`config.mk`:
```
export PLATFORM = sky130hd
export DESIGN_NAME = connection_timer_table
export DESIGN_NICKNAME = d
export VERILOG_FILES = /design/src/hw/rtl/cttbl_pkg.sv /design/src/hw/rtl/connection_timer_table.sv /design/src/hw/rtl/cttbl_ram.sv /design/src/hw/rtl/cttbl_alu.sv
export SDC_FILE = /design/constraint.sdc
export NUM_CORES = 1
export LEC_CHECK = 0
export ABC_AREA = 0
export BUFFER_PORTS_ARGS = -buffer_cell sky130_fd_sc_hd__clkbuf_2
export CAP_MARGIN = 20
export CORE_AREA = 3 3 217 304
export CTS_BUF_LIST = sky130_fd_sc_hd__clkbuf_16
export CTS_CLUSTER_DIAMETER = 80
export DETAILED_ROUTE_END_ITERATION = 7
export DIE_AREA = 0 0 220 307
export PLACE_DENSITY = 0.89
export SYNTH_ARGS = -nofsm -noshare
export SYNTH_HDL_FRONTEND = slang
export SYNTH_SLANG_ARGS = --single-unit
```
`constraint.sdc`:
```
create_clock -name clk -period 6.8 [get_ports clk]
set_input_delay 0.34 -clock clk [delete_from_list [all_inputs] [get_ports clk]]
set_output_delay 0.34 -clock clk [all_outputs]
set_load 0.02 [all_outputs]
```
`src/hw/rtl/cttbl_pkg.sv`:
```
// shared types and constants for the connection timer table
// used by the top level, the compare/subtract unit and the checks; depends on nothing
`default_nettype none

package cttbl_pkg;

	localparam int SLOTS     = 16;
	localparam int TIME_BITS = 24;
	localparam int IDX_W     = (SLOTS > 1) ? $clog2(SLOTS) : 1;
	localparam int SLOT_W    = 4;
	localparam int ACT_W     = 3;
	localparam int REG_W     = 24;
	localparam int CFG_IDX_W = 2;

	// request actions
	localparam logic [ACT_W-1:0] ACT_ARM_TW    = 3'd0;
	localparam logic [ACT_W-1:0] ACT_ARM_RT    = 3'd1;
	localparam logic [ACT_W-1:0] ACT_RELOAD_RT = 3'd2;
	localparam logic [ACT_W-1:0] ACT_DISARM_RT = 3'd3;
	localparam logic [ACT_W-1:0] ACT_TW_TICK   = 3'd4;
	localparam logic [ACT_W-1:0] ACT_RT_TICK   = 3'd5;

	// register indexes
	localparam logic [CFG_IDX_W-1:0] CFG_TW_TIMEOUT = 2'd0;
	localparam logic [CFG_IDX_W-1:0] CFG_TW_STEP    = 2'd1;
	localparam logic [CFG_IDX_W-1:0] CFG_RT_TIMEOUT = 2'd2;
	localparam logic [CFG_IDX_W-1:0] CFG_RT_STEP    = 2'd3;

	localparam logic [REG_W-1:0] RST_TW_TIMEOUT = 24'd2000000;
	localparam logic [REG_W-1:0] RST_TW_STEP    = 24'd100000;
	localparam logic [REG_W-1:0] RST_RT_TIMEOUT = 24'd200000;
	localparam logic [REG_W-1:0] RST_RT_STEP    = 24'd10000;

	localparam logic KIND_CLOSE   = 1'b0;
	localparam logic KIND_RETRANS = 1'b1;

	typedef struct packed {
		logic                 expire;
		logic [TIME_BITS-1:0] diff;
	} alu_res_t;

endpackage

`default_nettype wire

```
`src/hw/rtl/connection_timer_table.sv`:
```
// connection timer table top level: sequencer, armed flags, config registers
// depends on cttbl_pkg, cttbl_ram, cttbl_alu
//
// Requests arrive on the s_ group: an action and a slot. Arm, reload and
// disarm requests finish in the cycle they are accepted. A time-wait or
// retransmit tick walks the slots one per cycle through the shared
// compare/subtract unit while the receiver keeps up, then passes through
// the flush state before s_tready returns high; the timer memories are
// read one slot ahead of the evaluation so the scan does not wait on the
// memory read for each slot. Each expiry comes out on the m_ group
// (slot in tdata, kind in tuser), the final one of a tick with tlast. One
// report is held back inside the block until the next is found or the scan
// ends, which is how tlast is known. s_tready is high only while no tick is
// being scanned. When the receiver stalls, the scan holds on the slot that
// has a new expiry until the output register frees up.
// Reset clears all armed and overdue flags, the output and the sequencer,
// and loads the register defaults; remaining-time memories are not cleared.
// Configuration writes take effect at once and are meant for idle periods.
`default_nettype none

module connection_timer_table (
	input  wire logic                              clk,
	input  wire logic                              arst_n,
	input  wire logic                              s_tvalid,
	output logic                                   s_tready,
	input  wire logic [7:0]                        s_tdata,  // action[2:0], slot[6:3], zero[7]
	output logic                                   m_tvalid,
	input  wire logic                              m_tready,
	output logic      [7:0]                        m_tdata,  // expired_slot[3:0], zero[7:4]
	output logic                                   m_tuser,  // event_kind[0]
	output logic                                   m_tlast,
	input  wire logic                              cfg_we,
	input  wire logic [cttbl_pkg::CFG_IDX_W-1:0]   cfg_index,
	input  wire logic [cttbl_pkg::REG_W-1:0]       cfg_data
);

	typedef enum logic [1:0] {ST_IDLE, ST_SCAN, ST_FLUSH} state_t;

	localparam int IW = cttbl_pkg::IDX_W;
	localparam int TW = cttbl_pkg::TIME_BITS;

	state_t                          state_q;
	logic [IW-1:0]                   idx_q;
	logic                            kind_q;
	logic [cttbl_pkg::SLOTS-1:0]     tw_armed_q, rt_armed_q, rt_over_q;
	logic                            pend_v_q;
	logic [IW-1:0]                   pend_idx_q;
	logic                            out_v_q, out_kind_q, out_last_q;
	logic [cttbl_pkg::SLOT_W-1:0]    out_slot_q;
	logic [cttbl_pkg::REG_W-1:0]     tw_timeout_q, tw_step_q, rt_timeout_q, rt_step_q;

	logic [cttbl_pkg::ACT_W-1:0]     action;
	logic [cttbl_pkg::SLOT_W-1:0]    slot;
	logic [IW-1:0]                   sidx;
	logic                            accept, slot_ok, out_free, out_load;
	logic                            scan, armed, over, hit, stall, go, last_idx;
	logic                            tw_we, rt_we;
	logic [IW-1:0]                   waddr, raddr;
	logic [TW-1:0]                   tw_wdata, rt_wdata, tw_rdata, rt_rdata;
	logic [TW-1:0]                   alu_left, alu_step, scan_wdata;
	cttbl_pkg::alu_res_t             alu_res;

	assign action   = s_tdata[2:0];
	assign slot     = s_tdata[6:3];
	assign sidx     = IW'(slot);
	assign slot_ok  = 32'(slot) < cttbl_pkg::SLOTS;
	assign s_tready = (state_q == ST_IDLE);
	assign accept   = s_tvalid && s_tready;
	assign out_free = !out_v_q || m_tready;

	assign scan     = (state_q == ST_SCAN);
	assign armed    = kind_q ? rt_armed_q[idx_q] : tw_armed_q[idx_q];
	assign over     = kind_q && rt_over_q[idx_q];
	assign alu_left = kind_q ? rt_rdata : tw_rdata;
	assign alu_step = kind_q ? TW'(rt_step_q) : TW'(tw_step_q);
	assign hit      = scan && armed && (over || alu_res.expire);
	// a second expiry needs the output register for the held-back report
	assign stall    = hit && pend_v_q && !out_free;
	assign go       = scan && !stall;
	assign last_idx = (idx_q == IW'(cttbl_pkg::SLOTS - 1));
	// output register takes the held-back report this cycle
	assign out_load = (go && hit && pend_v_q) ||
	                  ((state_q == ST_FLUSH) && pend_v_q && out_free);

	cttbl_alu u_alu (
		.left (alu_left),
		.step (alu_step),
		.res  (alu_res)
	);

	assign scan_wdata = alu_res.expire ? '0 : alu_res.diff;

	always_comb begin
		tw_we    = 1'b0;
		rt_we    = 1'b0;
		waddr    = sidx;
		tw_wdata = TW'(tw_timeout_q);
		rt_wdata = TW'(rt_timeout_q);
		if (accept && slot_ok) begin
			tw_we = (action == cttbl_pkg::ACT_ARM_TW);
			rt_we = (action == cttbl_pkg::ACT_RELOAD_RT) ||
			        ((action == cttbl_pkg::ACT_ARM_RT) && !rt_armed_q[sidx]);
		end else if (go && armed && !over) begin
			waddr    = idx_q;
			tw_wdata = scan_wdata;
			rt_wdata = scan_wdata;
			tw_we    = !kind_q;
			rt_we    = kind_q;
		end
	end

	// read one slot ahead while the scan advances
	always_comb begin
		if (go) begin
			raddr = idx_q + 1'b1;
		end else if (scan) begin
			raddr = idx_q;
		end else begin
			raddr = '0;
		end
	end

	cttbl_ram #(.WIDTH(TW), .DEPTH(cttbl_pkg::SLOTS)) u_tw_ram (
		.clk   (clk),
		.we    (tw_we),
		.waddr (waddr),
		.wdata (tw_wdata),
		.raddr (raddr),
		.rdata (tw_rdata)
	);

	cttbl_ram #(.WIDTH(TW), .DEPTH(cttbl_pkg::SLOTS)) u_rt_ram (
		.clk   (clk),
		.we    (rt_we),
		.waddr (waddr),
		.wdata (rt_wdata),
		.raddr (raddr),
		.rdata (rt_rdata)
	);

	always_ff @(posedge clk or negedge arst_n) begin
		if (!arst_n) begin
			tw_timeout_q <= cttbl_pkg::RST_TW_TIMEOUT;
			tw_step_q    <= cttbl_pkg::RST_TW_STEP;
			rt_timeout_q <= cttbl_pkg::RST_RT_TIMEOUT;
			rt_step_q    <= cttbl_pkg::RST_RT_STEP;
		end else if (cfg_we) begin
			case (cfg_index)
				cttbl_pkg::CFG_TW_TIMEOUT: tw_timeout_q <= cfg_data;
				cttbl_pkg::CFG_TW_STEP:    tw_step_q    <= cfg_data;
				cttbl_pkg::CFG_RT_TIMEOUT: rt_timeout_q <= cfg_data;
				cttbl_pkg::CFG_RT_STEP:    rt_step_q    <= cfg_data;
				default: ;
			endcase
		end
	end

	always_ff @(posedge clk or negedge arst_n) begin
		if (!arst_n) begin
			state_q    <= ST_IDLE;
			idx_q      <= '0;
			kind_q     <= cttbl_pkg::KIND_CLOSE;
			tw_armed_q <= '0;
			rt_armed_q <= '0;
			rt_over_q  <= '0;
			pend_v_q   <= 1'b0;
			pend_idx_q <= '0;
			out_v_q    <= 1'b0;
			out_kind_q <= 1'b0;
			out_last_q <= 1'b0;
			out_slot_q <= '0;
		end else begin
			if (out_v_q && m_tready && !out_load) begin
				out_v_q <= 1'b0;
			end
			case (state_q)
				ST_IDLE: begin
					if (accept) begin
						case (action)
							cttbl_pkg::ACT_ARM_TW: begin
								if (slot_ok) tw_armed_q[sidx] <= 1'b1;
							end
							cttbl_pkg::ACT_ARM_RT, cttbl_pkg::ACT_RELOAD_RT: begin
								if (slot_ok && (rt_we)) begin
									rt_armed_q[sidx] <= 1'b1;
									rt_over_q[sidx]  <= 1'b0;
								end
							end
							cttbl_pkg::ACT_DISARM_RT: begin
								if (slot_ok) begin
									rt_armed_q[sidx] <= 1'b0;
									rt_over_q[sidx]  <= 1'b0;
								end
							end
							cttbl_pkg::ACT_TW_TICK, cttbl_pkg::ACT_RT_TICK: begin
								state_q <= ST_SCAN;
								idx_q   <= '0;
								kind_q  <= (action == cttbl_pkg::ACT_RT_TICK);
							end
							default: ;
						endcase
					end
				end
				ST_SCAN: begin
					if (go) begin
						if (hit) begin
							if (pend_v_q) begin
								out_v_q    <= 1'b1;
								out_slot_q <= cttbl_pkg::SLOT_W'(pend_idx_q);
								out_kind_q <= kind_q;
								out_last_q <= 1'b0;
							end
							pend_v_q   <= 1'b1;
							pend_idx_q <= idx_q;
							if (!over) begin
								if (kind_q) rt_over_q[idx_q] <= 1'b1;
								else        tw_armed_q[idx_q] <= 1'b0;
							end
						end
						idx_q <= idx_q + 1'b1;
						if (last_idx) state_q <= ST_FLUSH;
					end
				end
				ST_FLUSH: begin
					if (!pend_v_q) begin
						state_q <= ST_IDLE;
					end else if (out_free) begin
						out_v_q    <= 1'b1;
						out_slot_q <= cttbl_pkg::SLOT_W'(pend_idx_q);
						out_kind_q <= kind_q;
						out_last_q <= 1'b1;
						pend_v_q   <= 1'b0;
						state_q    <= ST_IDLE;
					end
				end
				default: state_q <= ST_IDLE;
			endcase
		end
	end

	assign m_tvalid = out_v_q;
	assign m_tdata  = {4'b0, out_slot_q};
	assign m_tuser  = out_kind_q;
	assign m_tlast  = out_last_q;

endmodule

`default_nettype wire

```
`src/hw/rtl/cttbl_ram.sv`:
```
// generic single-write, single-read memory with registered read data
// no dependencies
`default_nettype none

module cttbl_ram #(
	parameter int WIDTH = 8,
	parameter int DEPTH = 16
) (
	input  wire logic                                    clk,
	input  wire logic                                    we,
	input  wire logic [((DEPTH > 1) ? $clog2(DEPTH) : 1)-1:0] waddr,
	input  wire logic [WIDTH-1:0]                        wdata,
	input  wire logic [((DEPTH > 1) ? $clog2(DEPTH) : 1)-1:0] raddr,
	output logic      [WIDTH-1:0]                        rdata
);

	logic [WIDTH-1:0] mem_q [DEPTH];

	always_ff @(posedge clk) begin
		if (we) begin
			mem_q[waddr] <= wdata;
		end
		rdata <= mem_q[raddr];
	end

endmodule

`default_nettype wire

```
`src/hw/rtl/cttbl_alu.sv`:
```
// shared compare and subtract unit for the timer scan
// depends on cttbl_pkg
`default_nettype none

module cttbl_alu (
	input  wire logic [cttbl_pkg::TIME_BITS-1:0] left,
	input  wire logic [cttbl_pkg::TIME_BITS-1:0] step,
	output cttbl_pkg::alu_res_t                  res
);

	logic [cttbl_pkg::TIME_BITS:0] sub;

	// borrow out of the subtraction means left < step
	assign sub        = {1'b0, left} - {1'b0, step};
	assign res.expire = sub[cttbl_pkg::TIME_BITS];
	assign res.diff   = sub[cttbl_pkg::TIME_BITS-1:0];

endmodule

`default_nettype wire

```
==> results.json <==
{
  "status": "finished clean",
  "tritoncts": "done",
  "wl_met2_um": 51900,
  "top_layer": "met4",
  "synthTopCellsByArea": "edfxtp_1 58%, dfrtp_1 8.7%, mux4_2 6.1%",
  "crit_path_start_kind": "flip-flop",
  "post-route-period-util_pct": 90.1,
  "grt_max_degree": 107,
  "p_per_area_nw_per_um2": 439,
  "maxSlewViolCount": 0,
  "irDropWorstVdd_uv": 410,
  "final-instance-count-excl-fill": 3396,
  "hold_viol": 0,
  "fin_crit_ns": 6.13,
  "yosysMostFrequentCell": "edfxtp_1",
  "yosysUniqueCellTypes": 72,
  "yosys-top-cells-count": "768 x edfxtp_1, 227 x mux2i_1, 139 x dfrtp_1, 134 x mux2_2, 123 x nand2_1",
  "fin_ws_ns": 0.671,
  "synth_area_leader_cell": "edfxtp_1",
  "die_height_um": 307,
  "crit_chain": "mux2i_1 > ha_1 > inv_1 > fa_1 > a211oi_1 > o21a_1 > a21oi_1 > a21oi_1 > a21boi_4 > nor3_1 > mux2_4 > buf_4 > mux4_2 > a22o_1 > or3_1",
  "fmax_mhz": 163,
  "cp_slowest_stage_delay_ns": 0.79,
  "vias": 23500,
  "critPathArrivalTime_ns": 6.63,
  "syn_area_um2": 39900,
  "cts_buffers": 86,
  "endpoint_kind": "flip-flop",
  "core_um2": 63300,
  "die_x_um": 220,
  "clk_latency_ns": 0.66,
  "avgRoutedWirePerCell_um": 29.7,
  "leakagePower_uw": 0.0155,
  "ys_seq_area_share_pct": 70.6,
  "grt_pass1_vias": 24100,
  "required_ns": 7.30,
  "nets": 2558,
  "rows": 109,
  "worst-path-max-fanout": 53,
  "yosysWarnings": 0,
  "m1WireLength_um": 33300,
  "worstSetupPathType": "reg -> reg",
  "dp_hpwl_um": 56600,
  "globalplace.congestion": 0.962,
  "path_buf_inv": 2,
  "slew_headroom_pct": 20.3,
  "drive_gt1_share_pct": 21.8,
  "ios": 51,
  "skew_ns": 0.0338,
  "crit_top_cell": "a21oi_1",
  "port_buffers": 45,
  "die_area_um2": 67500,
  "ant_nets": 0,
  "rsz0062_at_grt": "false",
  "ctsResizeCount": 0,
  "max_slew.worst_pin.slew_ns": 1.20,
  "clk_pin_slew_ns": 0.07,
  "cp_top_family": "compound AO/OA/AOI/OAI gates",
  "netlist_instances": 2390,
  "setup-violations-final": 0,
  "start_util_pct": 63.0,
  "tns_ns": 0,
  "numClockSinks": 979,
  "overflow": 0,
  "syn_avg_cell_area_um2": 16.7,
  "ys_ff_latch": 979,
  "cts-root-buf": "clkbuf_16",
  "rrSetupSlack_ns": 0.67,
  "antenna_found_initial": 2,
  "maxCapViolCount": 0,
  "async_flop_share_pct": 16.6,
  "crit_slowest_cell": "dfrtp_4",
  "drt_first_pass_iters": 7,
  "dr_wl_met3_um": 9320,
  "htree_levels": 3,
  "drt-total-wl_um": 101000,
  "final_area_um2": 44300,
  "fillCellCount": 3701,
  "drt_iter0_markers": 2874,
  "post-place-cells": 3211,
  "grt_pass1_wl_um": 149000,
  "place_area_um2": 41300,
  "ctsLongestPathBuffers": 3,
  "drc": 0,
  "via_per_inst": 6.93,
  "hp-class": "in -> reg",
  "dpl_worst_slack_ns": 0.844,
  "synth-main-ff-cell": "edfxtp_1",
  "synth_edf_count": 768,
  "areaGrowthSynthToFinish_pct": 11.2,
  "netlist.area_leader.share_pct": 57.9,
  "grt_usage_pct": 30.0
}
## stage by stage
step | hold WS, ns | power [µW] | util [%]
6_report | 0.0344 | 19500 | 70.1
5_1_grt | 0.0118 | 20200 | 70.1
4_1_cts | 0.00268 | 19300 | 70.0
3_5_place_dp | 0.470 | 14400 | 65.2
3_3_place_gp | 0.457 | 14000 | 65.2
2_1_floorplan | 0.0444 | 12600 | -
## cells by family after synthesis
kind of cell | Yosys count | share of synthesized area, %
DFF | 979 | 70.6
muxes | 470 | 15.6
AOI/OAI and AO/OA | 371 | 6.17
and+or+nand+nor | 370 | 4.45
buffers and inverters | 150 | 1.76
adders and majority gates | 32 | 1.02
xor gates and xnor gates | 17 | 0.374
other | 1 | 0.00941
## cell usage in the layout, fill, tap and decap left out, types with 5 or more instances in the layout
master | synthesis | final
xnor2_1 | 10 | 10
edfxtp_1 | 768 | 768
o21ai_0 | 36 | 36
a21oi_1 | 102 | 101
xor2_1 | 7 | 7
mux2i_1 | 227 | 227
dfxtp_1 | 48 | 48
buf_4 | 10 | 61
mux4_2 | 108 | 108
clkinv_1 | 0 | 18
clkbuf_16 | 0 | 89
a21o_1 | 9 | 9
or3_1 | 55 | 52
o22a_1 | 6 | 6
dfrtp_1 | 139 | 138
and2_1 | 8 | 7
dfstp_2 | 24 | 24
nor3_1 | 19 | 19
nand2_1 | 123 | 123
buf_12 | 0 | 9
a31oi_1 | 9 | 9
a211oi_1 | 5 | 5
bufinv_16 | 0 | 9
dlygate4sd3_1 | 0 | 18
o22ai_1 | 96 | 96
a22o_1 | 61 | 61
clkbuf_2 | 0 | 44
inv_1 | 23 | 43
mux2_2 | 134 | 133
nand2b_1 | 17 | 17
nor2_1 | 84 | 51
o21a_1 | 5 | 5
nor4_1 | 7 | 6
nor2b_1 | 15 | 15
ha_1 | 31 | 31
nand3_1 | 20 | 20
clkinv_2 | 0 | 15
nor2_2 | 0 | 33
## path summary, 6_finish.rpt
check,start,to,cells past startpoint
max,kind_q,u_tw_ram.rdata[11],15
min,cfg_data[8],rt_step_q[8],2
max reg2reg,kind_q,u_tw_ram.rdata[11],15
min reg2reg,tw_armed_q[5],tw_armed_q[5],1
max in group asynchronous,arst_n,tw_timeout_q[6],3
min in group asynchronous,arst_n,rt_over_q[2],2
## layout make-up
type	instances	area, µm²	area share [%]
Sequential cell	979	28100	63.5
Multi-Input combinational cell	1264	11200	25.2
Clock buffer	89	2230	5.02
Timing Repair Buffer	133	1050	2.37
Tap cell	832	1040	2.35
Clock inverter	73	626	1.41
Inverter	23	86.3	0.195
Antenna cell	3	7.51	0.0169
## what timing repair did
| item | in CTS | in global routing |
|---|---|---|
| hold buffers | 18 | 0 |
| setup buffers | 0 | 0 |
| endpoints found under the hold margin | 145 | 0 |
## routing by layer
metal	up-vias	global-route usage (%)
met2	1624	51.8
met5	-	0
met3	434	5.52
met1	11900	35.7
met4	0	16.8
li1	9598	-
## registers in the layout, summed over array words and instances (netlist names), named ones only
| signal | count |
|---|---|
| pend_v_q | 1 |
| m_tlast | 1 |
| m_tuser | 1 |
| state_q | 2 |
| u_tw_ram.mem_q | 384 |
| u_rt_ram.mem_q | 384 |
| u_tw_ram.rdata | 24 |
| pend_idx_q | 4 |
| tw_step_q | 24 |
| tw_armed_q | 16 |
| u_rt_ram.rdata | 24 |
| out_slot_q | 4 |
| rt_step_q | 24 |
| kind_q | 1 |
| tw_timeout_q | 24 |
| idx_q | 4 |
| rt_timeout_q | 24 |
| rt_over_q | 16 |
| m_tvalid | 1 |
## where the power goes
part	internal (µW)	switching, µW	total (µW)
clock network	2740	2180	4920
logic	2560	3960	6520
registers	7650	382	8040
## worst register-to-register path, stage by stage (launching register included)
cell and delay (ns):
dfrtp_4 0.79, mux2i_1 0.30, ha_1 0.20, inv_1 0.07
fa_1 0.49, a211oi_1 0.29, o21a_1 0.26, a21oi_1 0.16
a21oi_1 0.60, a21boi_4 0.20, nor3_1 0.37, mux2_4 0.80
buf_4 0.51, mux4_2 0.38, a22o_1 0.25, or3_1 0.33
Power figures use the tool's default switching activity.
